[config.mk]
export PLATFORM = sky130hd
export DESIGN_NAME = i2c_master_byte_engine
export DESIGN_NICKNAME = d
export VERILOG_FILES = /design/src/i2cm_pkg.sv /design/src/i2cm_step.sv /design/src/i2c_master_byte_engine.sv
export SDC_FILE = /design/constraint.sdc
export NUM_CORES = 1
export LEC_CHECK = 0
export BUFFER_PORTS_ARGS = -buffer_cell sky130_fd_sc_hd__buf_2
export CAP_MARGIN = 0
export CELL_PAD_IN_SITES_DETAIL_PLACEMENT = 1
export CELL_PAD_IN_SITES_GLOBAL_PLACEMENT = 1
export CORE_MARGIN = 2
export CORE_UTILIZATION = 36
export CTS_CLUSTER_SIZE = 10
export DETAILED_ROUTE_END_ITERATION = 8
export GPL_TIMING_DRIVEN = 0
export PLACE_DENSITY = 0.75
export SLEW_MARGIN = 30
export SYNTH_ARGS = -nofsm -noshare
export SYNTH_HDL_FRONTEND = slang
export SYNTH_SLANG_ARGS = --single-unit
[constraint.sdc]
create_clock -name clk -period 5.79 [get_ports clk]
set_input_delay 1.158 -clock clk [delete_from_list [all_inputs] [get_ports clk]]
set_output_delay 1.158 -clock clk [all_outputs]
set_load 0.03 [all_outputs]
[src/i2cm_pkg.sv]
// ----------------------------------------------------------------------------
// i2cm_pkg
// Shared types, codes and the sequence ROM of the I2C master byte engine.
// ----------------------------------------------------------------------------
package i2cm_pkg;

  // command codes
  localparam logic [2:0] CMD_NONE  = 3'd0;
  localparam logic [2:0] CMD_START = 3'd1;
  localparam logic [2:0] CMD_STOP  = 3'd2;
  localparam logic [2:0] CMD_WRITE = 3'd3;
  localparam logic [2:0] CMD_READ  = 3'd4;

  // wait kinds of a sequence step
  localparam logic [1:0] W_NONE  = 2'd0;
  localparam logic [1:0] W_DELAY = 2'd1;
  localparam logic [1:0] W_SCL   = 2'd2;

  // pin actions of a sequence step
  localparam logic [3:0] A_NOP        = 4'd0;
  localparam logic [3:0] A_SDA_REL    = 4'd1;
  localparam logic [3:0] A_SDA_LOW    = 4'd2;
  localparam logic [3:0] A_SCL_LOW    = 4'd3;
  localparam logic [3:0] A_SDA_BIT    = 4'd4;
  localparam logic [3:0] A_SDA_ACK    = 4'd5;
  localparam logic [3:0] A_WR_NEXT    = 4'd6;
  localparam logic [3:0] A_RD_NEXT    = 4'd7;
  localparam logic [3:0] A_ACK_SAMPLE = 4'd8;
  localparam logic [3:0] A_RD_END     = 4'd9;

  localparam logic [4:0] PH_IDLE    = 5'd0;
  localparam logic [4:0] PH_START   = 5'd1;
  localparam logic [4:0] PH_STOP    = 5'd6;
  localparam logic [4:0] PH_WRITE   = 5'd11;
  localparam logic [4:0] PH_READ    = 5'd19;
  localparam logic [4:0] PH_WR_LOOP = 5'd11;
  localparam logic [4:0] PH_RD_LOOP = 5'd20;
  localparam logic [4:0] LAST_PHASE = 5'd27;

  localparam logic [3:0] BITS_PER_BYTE = 4'd8;

  localparam logic [1:0]  CFG_HALF_PERIOD   = 2'd0;
  localparam logic [1:0]  CFG_STRETCH_LIMIT = 2'd1;
  localparam logic [15:0] HALF_PERIOD_RST   = 16'd100;
  localparam logic [15:0] STRETCH_LIMIT_RST = 16'd10000;

  typedef struct packed {
    logic [3:0] act;
    logic [1:0] wkind;
    logic       last;
    logic [4:0] loop_to;
  } uop_t;

  typedef struct packed {
    logic       sda_in;
    logic       scl_in;
    logic       ack_to_send;
    logic [7:0] wr_byte;
    logic [2:0] cmd;
  } item_t;

  typedef struct packed {
    logic       stretch_timeout;
    logic       ack_received;
    logic [7:0] rd_byte;
    logic       done_res;
    logic       busy_res;
    logic       sda_drive_low;
    logic       scl_drive_low;
  } res_t;

  function automatic uop_t rom_op(input logic [4:0] ph);
    uop_t op;
    op = '{A_NOP, W_NONE, 1'b1, PH_IDLE};
    case (ph)
      5'd1:  op = '{A_SDA_REL,    W_NONE,  1'b0, PH_IDLE};
      5'd2:  op = '{A_NOP,        W_SCL,   1'b0, PH_IDLE};
      5'd3:  op = '{A_NOP,        W_DELAY, 1'b0, PH_IDLE};
      5'd4:  op = '{A_SDA_LOW,    W_DELAY, 1'b0, PH_IDLE};
      5'd5:  op = '{A_SCL_LOW,    W_DELAY, 1'b1, PH_IDLE};
      5'd6:  op = '{A_SCL_LOW,    W_DELAY, 1'b0, PH_IDLE};
      5'd7:  op = '{A_SDA_LOW,    W_DELAY, 1'b0, PH_IDLE};
      5'd8:  op = '{A_NOP,        W_SCL,   1'b0, PH_IDLE};
      5'd9:  op = '{A_NOP,        W_DELAY, 1'b0, PH_IDLE};
      5'd10: op = '{A_SDA_REL,    W_DELAY, 1'b1, PH_IDLE};
      5'd11: op = '{A_SDA_BIT,    W_DELAY, 1'b0, PH_IDLE};
      5'd12: op = '{A_NOP,        W_SCL,   1'b0, PH_IDLE};
      5'd13: op = '{A_NOP,        W_DELAY, 1'b0, PH_IDLE};
      5'd14: op = '{A_WR_NEXT,    W_NONE,  1'b0, PH_WR_LOOP};
      5'd15: op = '{A_SDA_REL,    W_DELAY, 1'b0, PH_IDLE};
      5'd16: op = '{A_NOP,        W_SCL,   1'b0, PH_IDLE};
      5'd17: op = '{A_NOP,        W_DELAY, 1'b0, PH_IDLE};
      5'd18: op = '{A_ACK_SAMPLE, W_DELAY, 1'b1, PH_IDLE};
      5'd19: op = '{A_SDA_REL,    W_NONE,  1'b0, PH_IDLE};
      5'd20: op = '{A_NOP,        W_DELAY, 1'b0, PH_IDLE};
      5'd21: op = '{A_NOP,        W_SCL,   1'b0, PH_IDLE};
      5'd22: op = '{A_NOP,        W_DELAY, 1'b0, PH_IDLE};
      5'd23: op = '{A_RD_NEXT,    W_NONE,  1'b0, PH_RD_LOOP};
      5'd24: op = '{A_SDA_ACK,    W_DELAY, 1'b0, PH_IDLE};
      5'd25: op = '{A_NOP,        W_SCL,   1'b0, PH_IDLE};
      5'd26: op = '{A_NOP,        W_DELAY, 1'b0, PH_IDLE};
      5'd27: op = '{A_RD_END,     W_NONE,  1'b1, PH_IDLE};
      default: op = '{A_NOP, W_NONE, 1'b1, PH_IDLE};
    endcase
    return op;
  endfunction

  function automatic logic [4:0] cmd_entry(input logic [2:0] cmd);
    logic [4:0] ph;
    case (cmd)
      CMD_START: ph = PH_START;
      CMD_STOP:  ph = PH_STOP;
      CMD_WRITE: ph = PH_WRITE;
      CMD_READ:  ph = PH_READ;
      default:   ph = PH_IDLE;
    endcase
    return ph;
  endfunction

endpackage

[src/i2cm_step.sv]
// ----------------------------------------------------------------------------
// i2cm_step
// Sequencer state and the per-tick update: one step of the pin sequence ROM.
// ----------------------------------------------------------------------------
module i2cm_step (
  input  logic             clk,
  input  logic             rst,
  input  logic             step,
  input  i2cm_pkg::item_t  item,
  input  logic [15:0]      half_period,
  input  logic [15:0]      stretch_limit,
  output i2cm_pkg::res_t   res
);

  logic [4:0]  phase;
  logic [2:0]  active_command;
  logic [3:0]  bit_counter;
  logic [15:0] delay_counter;
  logic [15:0] stretch_counter;
  logic [7:0]  shift_byte;
  logic        ack_flag;
  logic        scl_low_reg;
  logic        sda_low_reg;
  logic [7:0]  rd_reg;
  logic        send_ack;

  logic [4:0]  phase_next;
  logic [2:0]  active_command_next;
  logic [3:0]  bit_counter_next;
  logic [15:0] delay_counter_next;
  logic [15:0] stretch_counter_next;
  logic [7:0]  shift_byte_next;
  logic        ack_flag_next;
  logic        scl_low_next;
  logic        sda_low_next;
  logic [7:0]  rd_reg_next;
  logic        send_ack_next;

  logic [4:0]      ph_eff;
  i2cm_pkg::uop_t  op;
  logic            do_act;
  logic            complete;
  logic            looping;
  logic            done;
  logic            timeout;
  logic            cmd_ok;

  assign cmd_ok = (item.cmd == i2cm_pkg::CMD_START) || (item.cmd == i2cm_pkg::CMD_STOP) ||
                  (item.cmd == i2cm_pkg::CMD_WRITE) || (item.cmd == i2cm_pkg::CMD_READ);

  always_comb begin
    active_command_next  = active_command;
    bit_counter_next     = bit_counter;
    delay_counter_next   = delay_counter;
    stretch_counter_next = stretch_counter;
    shift_byte_next      = shift_byte;
    ack_flag_next        = ack_flag;
    scl_low_next         = scl_low_reg;
    sda_low_next         = sda_low_reg;
    rd_reg_next          = rd_reg;
    send_ack_next        = send_ack;
    done                 = 1'b0;
    timeout              = 1'b0;
    do_act               = 1'b0;
    complete             = 1'b0;

    ph_eff = (phase > i2cm_pkg::LAST_PHASE) ? i2cm_pkg::PH_IDLE : phase;

    // command taken only while idle
    if (ph_eff == i2cm_pkg::PH_IDLE && cmd_ok) begin
      active_command_next  = item.cmd;
      bit_counter_next     = '0;
      delay_counter_next   = '0;
      stretch_counter_next = '0;
      shift_byte_next      = (item.cmd == i2cm_pkg::CMD_WRITE) ? item.wr_byte : 8'd0;
      if (item.cmd == i2cm_pkg::CMD_READ) begin
        send_ack_next = item.ack_to_send;
      end
      ph_eff = i2cm_pkg::cmd_entry(item.cmd);
    end

    op = i2cm_pkg::rom_op(ph_eff);

    if (ph_eff != i2cm_pkg::PH_IDLE) begin
      case (op.wkind)
        i2cm_pkg::W_NONE: begin
          do_act   = 1'b1;
          complete = 1'b1;
        end
        i2cm_pkg::W_DELAY: begin
          do_act = (delay_counter_next == 16'd0);
          if ({1'b0, delay_counter_next} + 17'd1 >= {1'b0, half_period}) begin
            delay_counter_next = '0;
            complete           = 1'b1;
          end else begin
            delay_counter_next = delay_counter_next + 16'd1;
          end
        end
        default: begin
          // clock stretch wait
          if (scl_low_next) begin
            scl_low_next = 1'b0;
          end else if (item.scl_in) begin
            stretch_counter_next = '0;
            complete             = 1'b1;
          end else if (stretch_counter_next >= stretch_limit) begin
            stretch_counter_next = '0;
            timeout              = 1'b1;
            complete             = 1'b1;
          end else begin
            stretch_counter_next = stretch_counter_next + 16'd1;
          end
        end
      endcase
    end

    if (do_act) begin
      case (op.act)
        i2cm_pkg::A_SDA_REL: sda_low_next = 1'b0;
        i2cm_pkg::A_SDA_LOW: sda_low_next = 1'b1;
        i2cm_pkg::A_SCL_LOW: scl_low_next = 1'b1;
        i2cm_pkg::A_SDA_BIT: sda_low_next = ~shift_byte_next[7];
        i2cm_pkg::A_SDA_ACK: sda_low_next = send_ack_next;
        i2cm_pkg::A_WR_NEXT: begin
          scl_low_next     = 1'b1;
          shift_byte_next  = {shift_byte_next[6:0], 1'b0};
          bit_counter_next = bit_counter_next + 4'd1;
        end
        i2cm_pkg::A_RD_NEXT: begin
          shift_byte_next  = {shift_byte_next[6:0], item.sda_in};
          scl_low_next     = 1'b1;
          bit_counter_next = bit_counter_next + 4'd1;
        end
        i2cm_pkg::A_ACK_SAMPLE: begin
          ack_flag_next = ~item.sda_in;
          scl_low_next  = 1'b1;
        end
        i2cm_pkg::A_RD_END: begin
          scl_low_next = 1'b1;
          sda_low_next = 1'b0;
        end
        default: ;
      endcase
    end

    looping    = (op.act == i2cm_pkg::A_WR_NEXT) || (op.act == i2cm_pkg::A_RD_NEXT);
    phase_next = ph_eff;
    if (complete) begin
      if (looping && bit_counter_next < i2cm_pkg::BITS_PER_BYTE) begin
        phase_next = op.loop_to;
      end else if (op.last) begin
        if (active_command_next == i2cm_pkg::CMD_READ) begin
          rd_reg_next = shift_byte_next;
        end
        phase_next          = i2cm_pkg::PH_IDLE;
        active_command_next = i2cm_pkg::CMD_NONE;
        done                = 1'b1;
      end else begin
        phase_next = ph_eff + 5'd1;
      end
    end
  end

  always_ff @(posedge clk) begin
    if (rst) begin
      phase           <= i2cm_pkg::PH_IDLE;
      active_command  <= i2cm_pkg::CMD_NONE;
      bit_counter     <= '0;
      delay_counter   <= '0;
      stretch_counter <= '0;
      shift_byte      <= '0;
      ack_flag        <= 1'b0;
      scl_low_reg     <= 1'b0;
      sda_low_reg     <= 1'b0;
      rd_reg          <= '0;
      send_ack        <= 1'b0;
    end else if (step) begin
      phase           <= phase_next;
      active_command  <= active_command_next;
      bit_counter     <= bit_counter_next;
      delay_counter   <= delay_counter_next;
      stretch_counter <= stretch_counter_next;
      shift_byte      <= shift_byte_next;
      ack_flag        <= ack_flag_next;
      scl_low_reg     <= scl_low_next;
      sda_low_reg     <= sda_low_next;
      rd_reg          <= rd_reg_next;
      send_ack        <= send_ack_next;
    end
  end

  assign res.scl_drive_low   = scl_low_next;
  assign res.sda_drive_low   = sda_low_next;
  assign res.busy_res        = (phase_next != i2cm_pkg::PH_IDLE);
  assign res.done_res        = done;
  assign res.rd_byte         = rd_reg_next;
  assign res.ack_received    = ack_flag_next;
  assign res.stretch_timeout = timeout;

  // a completed command leaves the sequencer idle
  a_done_idle: assert property (@(posedge clk) disable iff (rst)
    step && done |=> phase == i2cm_pkg::PH_IDLE)
    else $error("done without returning to idle");

  a_phase_range: assert property (@(posedge clk) disable iff (rst)
    phase <= i2cm_pkg::LAST_PHASE)
    else $error("phase beyond sequence ROM");

  a_bad_cmd: assert property (@(posedge clk) disable iff (rst)
    step && phase == i2cm_pkg::PH_IDLE && !cmd_ok |=> phase == i2cm_pkg::PH_IDLE)
    else $error("unknown command left idle");

  a_timeout_wait: assert property (@(posedge clk) disable iff (rst)
    step && timeout |-> op.wkind == i2cm_pkg::W_SCL && !item.scl_in)
    else $error("stretch timeout outside an SCL wait");

  a_bits: assert property (@(posedge clk) disable iff (rst)
    bit_counter <= i2cm_pkg::BITS_PER_BYTE)
    else $error("bit counter overran a byte");

endmodule

[src/i2c_master_byte_engine.sv]
// ----------------------------------------------------------------------------
// i2c_master_byte_engine
// I2C master stepped one tick per item: start, stop, byte write, byte read.
// ----------------------------------------------------------------------------
// Usage:
//   Slave stream (s_*) carries one tick per item: a command (taken only when
//   idle) plus the sampled SCL and SDA levels. Master stream (m_*) returns
//   exactly one result item per tick: the pin drives, busy/done, the last
//   read byte, the last ACK and a clock-stretch timeout pulse.
//   The cfg channel writes half_period (index 0) and stretch_limit (index 1);
//   other indexes are dropped. Write it only while no ticks are in flight.
//   Throughput is one item per cycle while the receiver takes results. An
//   item is held in the input register, the sequencer step runs between that
//   register and the result register, and the result is offered from there.
//   When the receiver stalls, the result register holds and the input
//   register fills; s_tready drops only when both are occupied.
//   Reset clears both pipeline stages, releases both lines, returns the
//   sequencer to idle and loads half_period 100, stretch_limit 10000.
// ----------------------------------------------------------------------------
module i2c_master_byte_engine (
  input  logic        clk,
  input  logic        rst,
  input  logic        s_tvalid,
  output logic        s_tready,
  // cmd[2:0], wr_byte[10:3], ack_to_send[11], scl_in[12], sda_in[13], zero
  input  logic [15:0] s_tdata,
  output logic        m_tvalid,
  input  logic        m_tready,
  // scl_drive_low[0], sda_drive_low[1], busy_res[2], done_res[3],
  // rd_byte[11:4], ack_received[12], stretch_timeout[13], zero
  output logic [15:0] m_tdata,
  input  logic        cfg_valid,
  output logic        cfg_ready,
  input  logic [1:0]  cfg_index,
  input  logic [15:0] cfg_data
);

  logic            in_vld;
  i2cm_pkg::item_t in_q;
  logic            out_vld;
  i2cm_pkg::res_t  out_q;
  i2cm_pkg::res_t  res;
  logic            adv;
  logic [15:0]     half_period;
  logic [15:0]     stretch_limit;

  assign adv       = in_vld && (!out_vld || m_tready);
  assign s_tready  = !in_vld || adv;
  assign cfg_ready = 1'b1;

  always_ff @(posedge clk) begin
    if (rst) begin
      half_period   <= i2cm_pkg::HALF_PERIOD_RST;
      stretch_limit <= i2cm_pkg::STRETCH_LIMIT_RST;
    end else if (cfg_valid) begin
      if (cfg_index == i2cm_pkg::CFG_HALF_PERIOD) begin
        half_period <= cfg_data;
      end else if (cfg_index == i2cm_pkg::CFG_STRETCH_LIMIT) begin
        stretch_limit <= cfg_data;
      end
    end
  end

  always_ff @(posedge clk) begin
    if (rst) begin
      in_vld <= 1'b0;
    end else if (s_tready) begin
      in_vld <= s_tvalid;
    end
  end

  always_ff @(posedge clk) begin
    if (s_tvalid && s_tready) begin
      in_q <= i2cm_pkg::item_t'(s_tdata[13:0]);
    end
  end

  i2cm_step u_step (
    .clk           (clk),
    .rst           (rst),
    .step          (adv),
    .item          (in_q),
    .half_period   (half_period),
    .stretch_limit (stretch_limit),
    .res           (res)
  );

  always_ff @(posedge clk) begin
    if (rst) begin
      out_vld <= 1'b0;
    end else if (adv) begin
      out_vld <= 1'b1;
    end else if (m_tready) begin
      out_vld <= 1'b0;
    end
  end

  always_ff @(posedge clk) begin
    if (adv) begin
      out_q <= res;
    end
  end

  assign m_tvalid = out_vld;
  assign m_tdata  = {2'b00, out_q};

endmodule

==> out/qor.yml <==
worst_setup_path:
  worstReg2RegEnd: "m_tdata[2]"
  ff2ff_path_depth: 29
  worstPathArrival_ns: 5.72
  path_buf_inv: 6
  critPathSlowestCell: "a311oi_4"
  reg2reg_from: "u_step.phase[3]"
  path_class: "reg2reg"
  crit_family: "compound AO/OA/AOI/OAI gates"
  cp_slowest_stage_delay_ns: 0.39
  cp-endpoint: "m_tdata[2]"
  crit_fanout: 28
  critical_path_depth: 29
  critPathCaptureType: "flip-flop"
  startpoint: "u_step.phase[3]"
  required_ns: 5.94
  cp-start-kind: "flip-flop"
  reg2reg_slack_ns: 0.22
cts:
  cts_root_buffer: "clkbuf_16"
  clkSinkCount: 126
  h-tree-depth: 4
  cts.clk_slew.worst_paths_ns: 0.06
  cts_tree: "done"
  cts_buffers: 17
  cts_hold_buffers: 0
  clk_latency_ns: 0.43
  clock_path_buffers: 2
yosys:
  synth-edff-count: 28
  synth_cells: 939
  synth_most_common_cell: "nand2_1"
  ys_types: 95
  synth_area_leaders: "dfxtp_1 (25%), edfxtp_1 (11%), ha_1 (7.0%)"
  synth_seq_area_share: 0.363
  synthTopCellsByCount: "nand2_1 (130), dfxtp_1 (98), a21oi_1 (97)"
  ys_dominant_reg_cell: "dfxtp_1"
  syn_area_per_cell_um2: 8.22
  synthArstFlopShare: 0
  yosysTopAreaCell: "dfxtp_1"
  synth_warnings: 0
  ys_ff_latch: 126
  syn-cell-area_um2: 7720
  yosys.area.top_type_share: 0.254
power:
  p_leak_nw: 3.45
  p_per_area_nw_per_um2: 279
  total_power_w: 0.00255
  ir_worst_vdd_mv: 0.279
final_layout:
  final_cells: 1313
  area_growth_pct: 18.6
  antenna_cells: 0
  nNetsFinal: 1107
  fin_area_um2: 9150
  drive_above_1_share: 0.169
floorplanning:
  initial_utilization: 0.367
  die_area_um2: 22600
  die_height_um: 150
  io_pins: 58
  core_um2: 21000
  rows: 53
  die_x_um: 150
flow_run:
  drv_cap: 0
sta:
  timing.final.ws_setup_ns: 0.221
  relSlewSlack: 0.396
  rsz0062_at_grt: "false"
  worst_clock_skew_ns: 0.0136
  setup_violations: 0
  period_share: 0.962
  min_period_ns: 5.57
  worst_slew_pin_slew_ns: 0.903
  clock.fmax_mhz: 180
  finalHoldViolCount: 0
  drv_slew: 0
placement:
  port_buffers: 51
  dp_slack_ns: -2.13
  routabilityCongestion: 0.880
  dpl_cell_area_um2: 8340
  dp_cells: 1266
  hpwl_um: 18400
global_routing:
  antenna_found_initial: 0
  track_usage: 0.228
  grt_max_degree: 24
  grt_pass1_wl_um: 40000
  grt_pass1_vias: 7644
  overflow: 0
route:
  routedWlPerCell_um: 19.2
  via_per_inst: 5.58
  drcViolationCount: 0
  dr.pass1.iters: 5
  vias: 7326
  drt_iter0_drc: 543
  postRouteAntennaNets: 0
  drt_wl_total_um: 25200
run_status:
  outcome: "finished clean"
hold_path:
  hold_path.class: "reg2reg"
## worst min path at each step
| stage | from | to | slack, ns | cells after the start |
|---|---|---|---|---|
| after CTS | half_period[3] | half_period[3] | 0.46 | 2 |
| after floorplan | u_step.send_ack | u_step.send_ack | 0.44 | 2 |
| final | half_period[3] | half_period[3] | 0.45 | 2 |
| after detailed placement | half_period[3] | half_period[3] | 0.45 | 2 |
| after global routing | stretch_limit[12] | stretch_limit[12] | 0.47 | 2 |
| after global placement | u_step.send_ack | u_step.send_ack | 0.44 | 2 |
## what timing repair did
action | 4_1_cts | 5_1_grt
resized for setup | 20 | 4
endpoints found under the hold margin | 0 | 0
setup endpoints to repair | 42 | 35
pin swaps | 8 | 3
cloned | 1 | 0
buffers inserted | 15 | 1
## layout make-up
| type | count | area, um2 |
|---|---|---|
| Buffer | 42 | 229 |
| Clock buffer | 17 | 425 |
| Clock inverter | 15 | 150 |
| Fill cell | 2549 | 11900 |
| Inverter | 50 | 188 |
| Multi-Input combinational cell | 721 | 4610 |
| Sequential cell | 126 | 2810 |
| Tap cell | 275 | 344 |
| Timing Repair Buffer | 67 | 400 |
## stage by stage
stage	hold slack [ns]	TNS, ns	utilization
CTS	0.457	0	0.435
global placement	0.444	-72.71	0.396
floorplan	0.436	0	-
detailed placement	0.449	-78.49	0.397
global route	0.471	0	0.435
finish	0.455	0	0.435
## cell usage in the layout, fill, tap and decap left out, drive strengths merged, types with 11 or more instances in the layout
| cell type | n |
|---|---|
| a211oi | 11 |
| a21oi | 98 |
| a22oi | 20 |
| and2 | 20 |
| buf | 79 |
| clkbuf | 47 |
| dfxtp | 98 |
| edfxtp | 28 |
| ha | 43 |
| inv | 58 |
| mux2i | 14 |
| nand2 | 131 |
| nand3 | 25 |
| nand4 | 11 |
| nor2 | 96 |
| nor3 | 29 |
| o21ai | 54 |
## layer usage
layer	vias to the layer above	part of all wire	global-route usage
li1	3553	-	-
met1	3598	0.44	0.288
met2	135	0.49	0.385
met3	40	0.037	0.0461
met4	0	0.028	0.0830
met5	-	0	0
## tightest hold or removal path, cell delays in order (launching register included)
cell and delay (ns):
dfxtp_1 0.31, nand2_1 0.05, a21oi_1 0.05
## power by group
part / switching (W) / total (W) / internal [W]
sequential: 0.0000150 / 0.000943 / 0.000928
clock: 0.000459 / 0.00106 / 0.000605
combinational: 0.000368 / 0.000544 / 0.000176
## cells by family (layout without fill, tap and decap cells)
group | after synthesis | count (layout) | share of synthesized area
muxes | 21 | 21 | 0.0284
buffers and inverters | 94 | 191 | 0.0509
DFF | 126 | 126 | 0.363
AOI/OAI and AO/OA | 263 | 263 | 0.230
other | 2 | 3 | 0.000973
xor gates and xnor gates | 12 | 12 | 0.0146
adders and majority gates | 43 | 43 | 0.0697
and+or+nand+nor | 378 | 379 | 0.243
No activity file was read; power rests on OpenSTA's default activity.
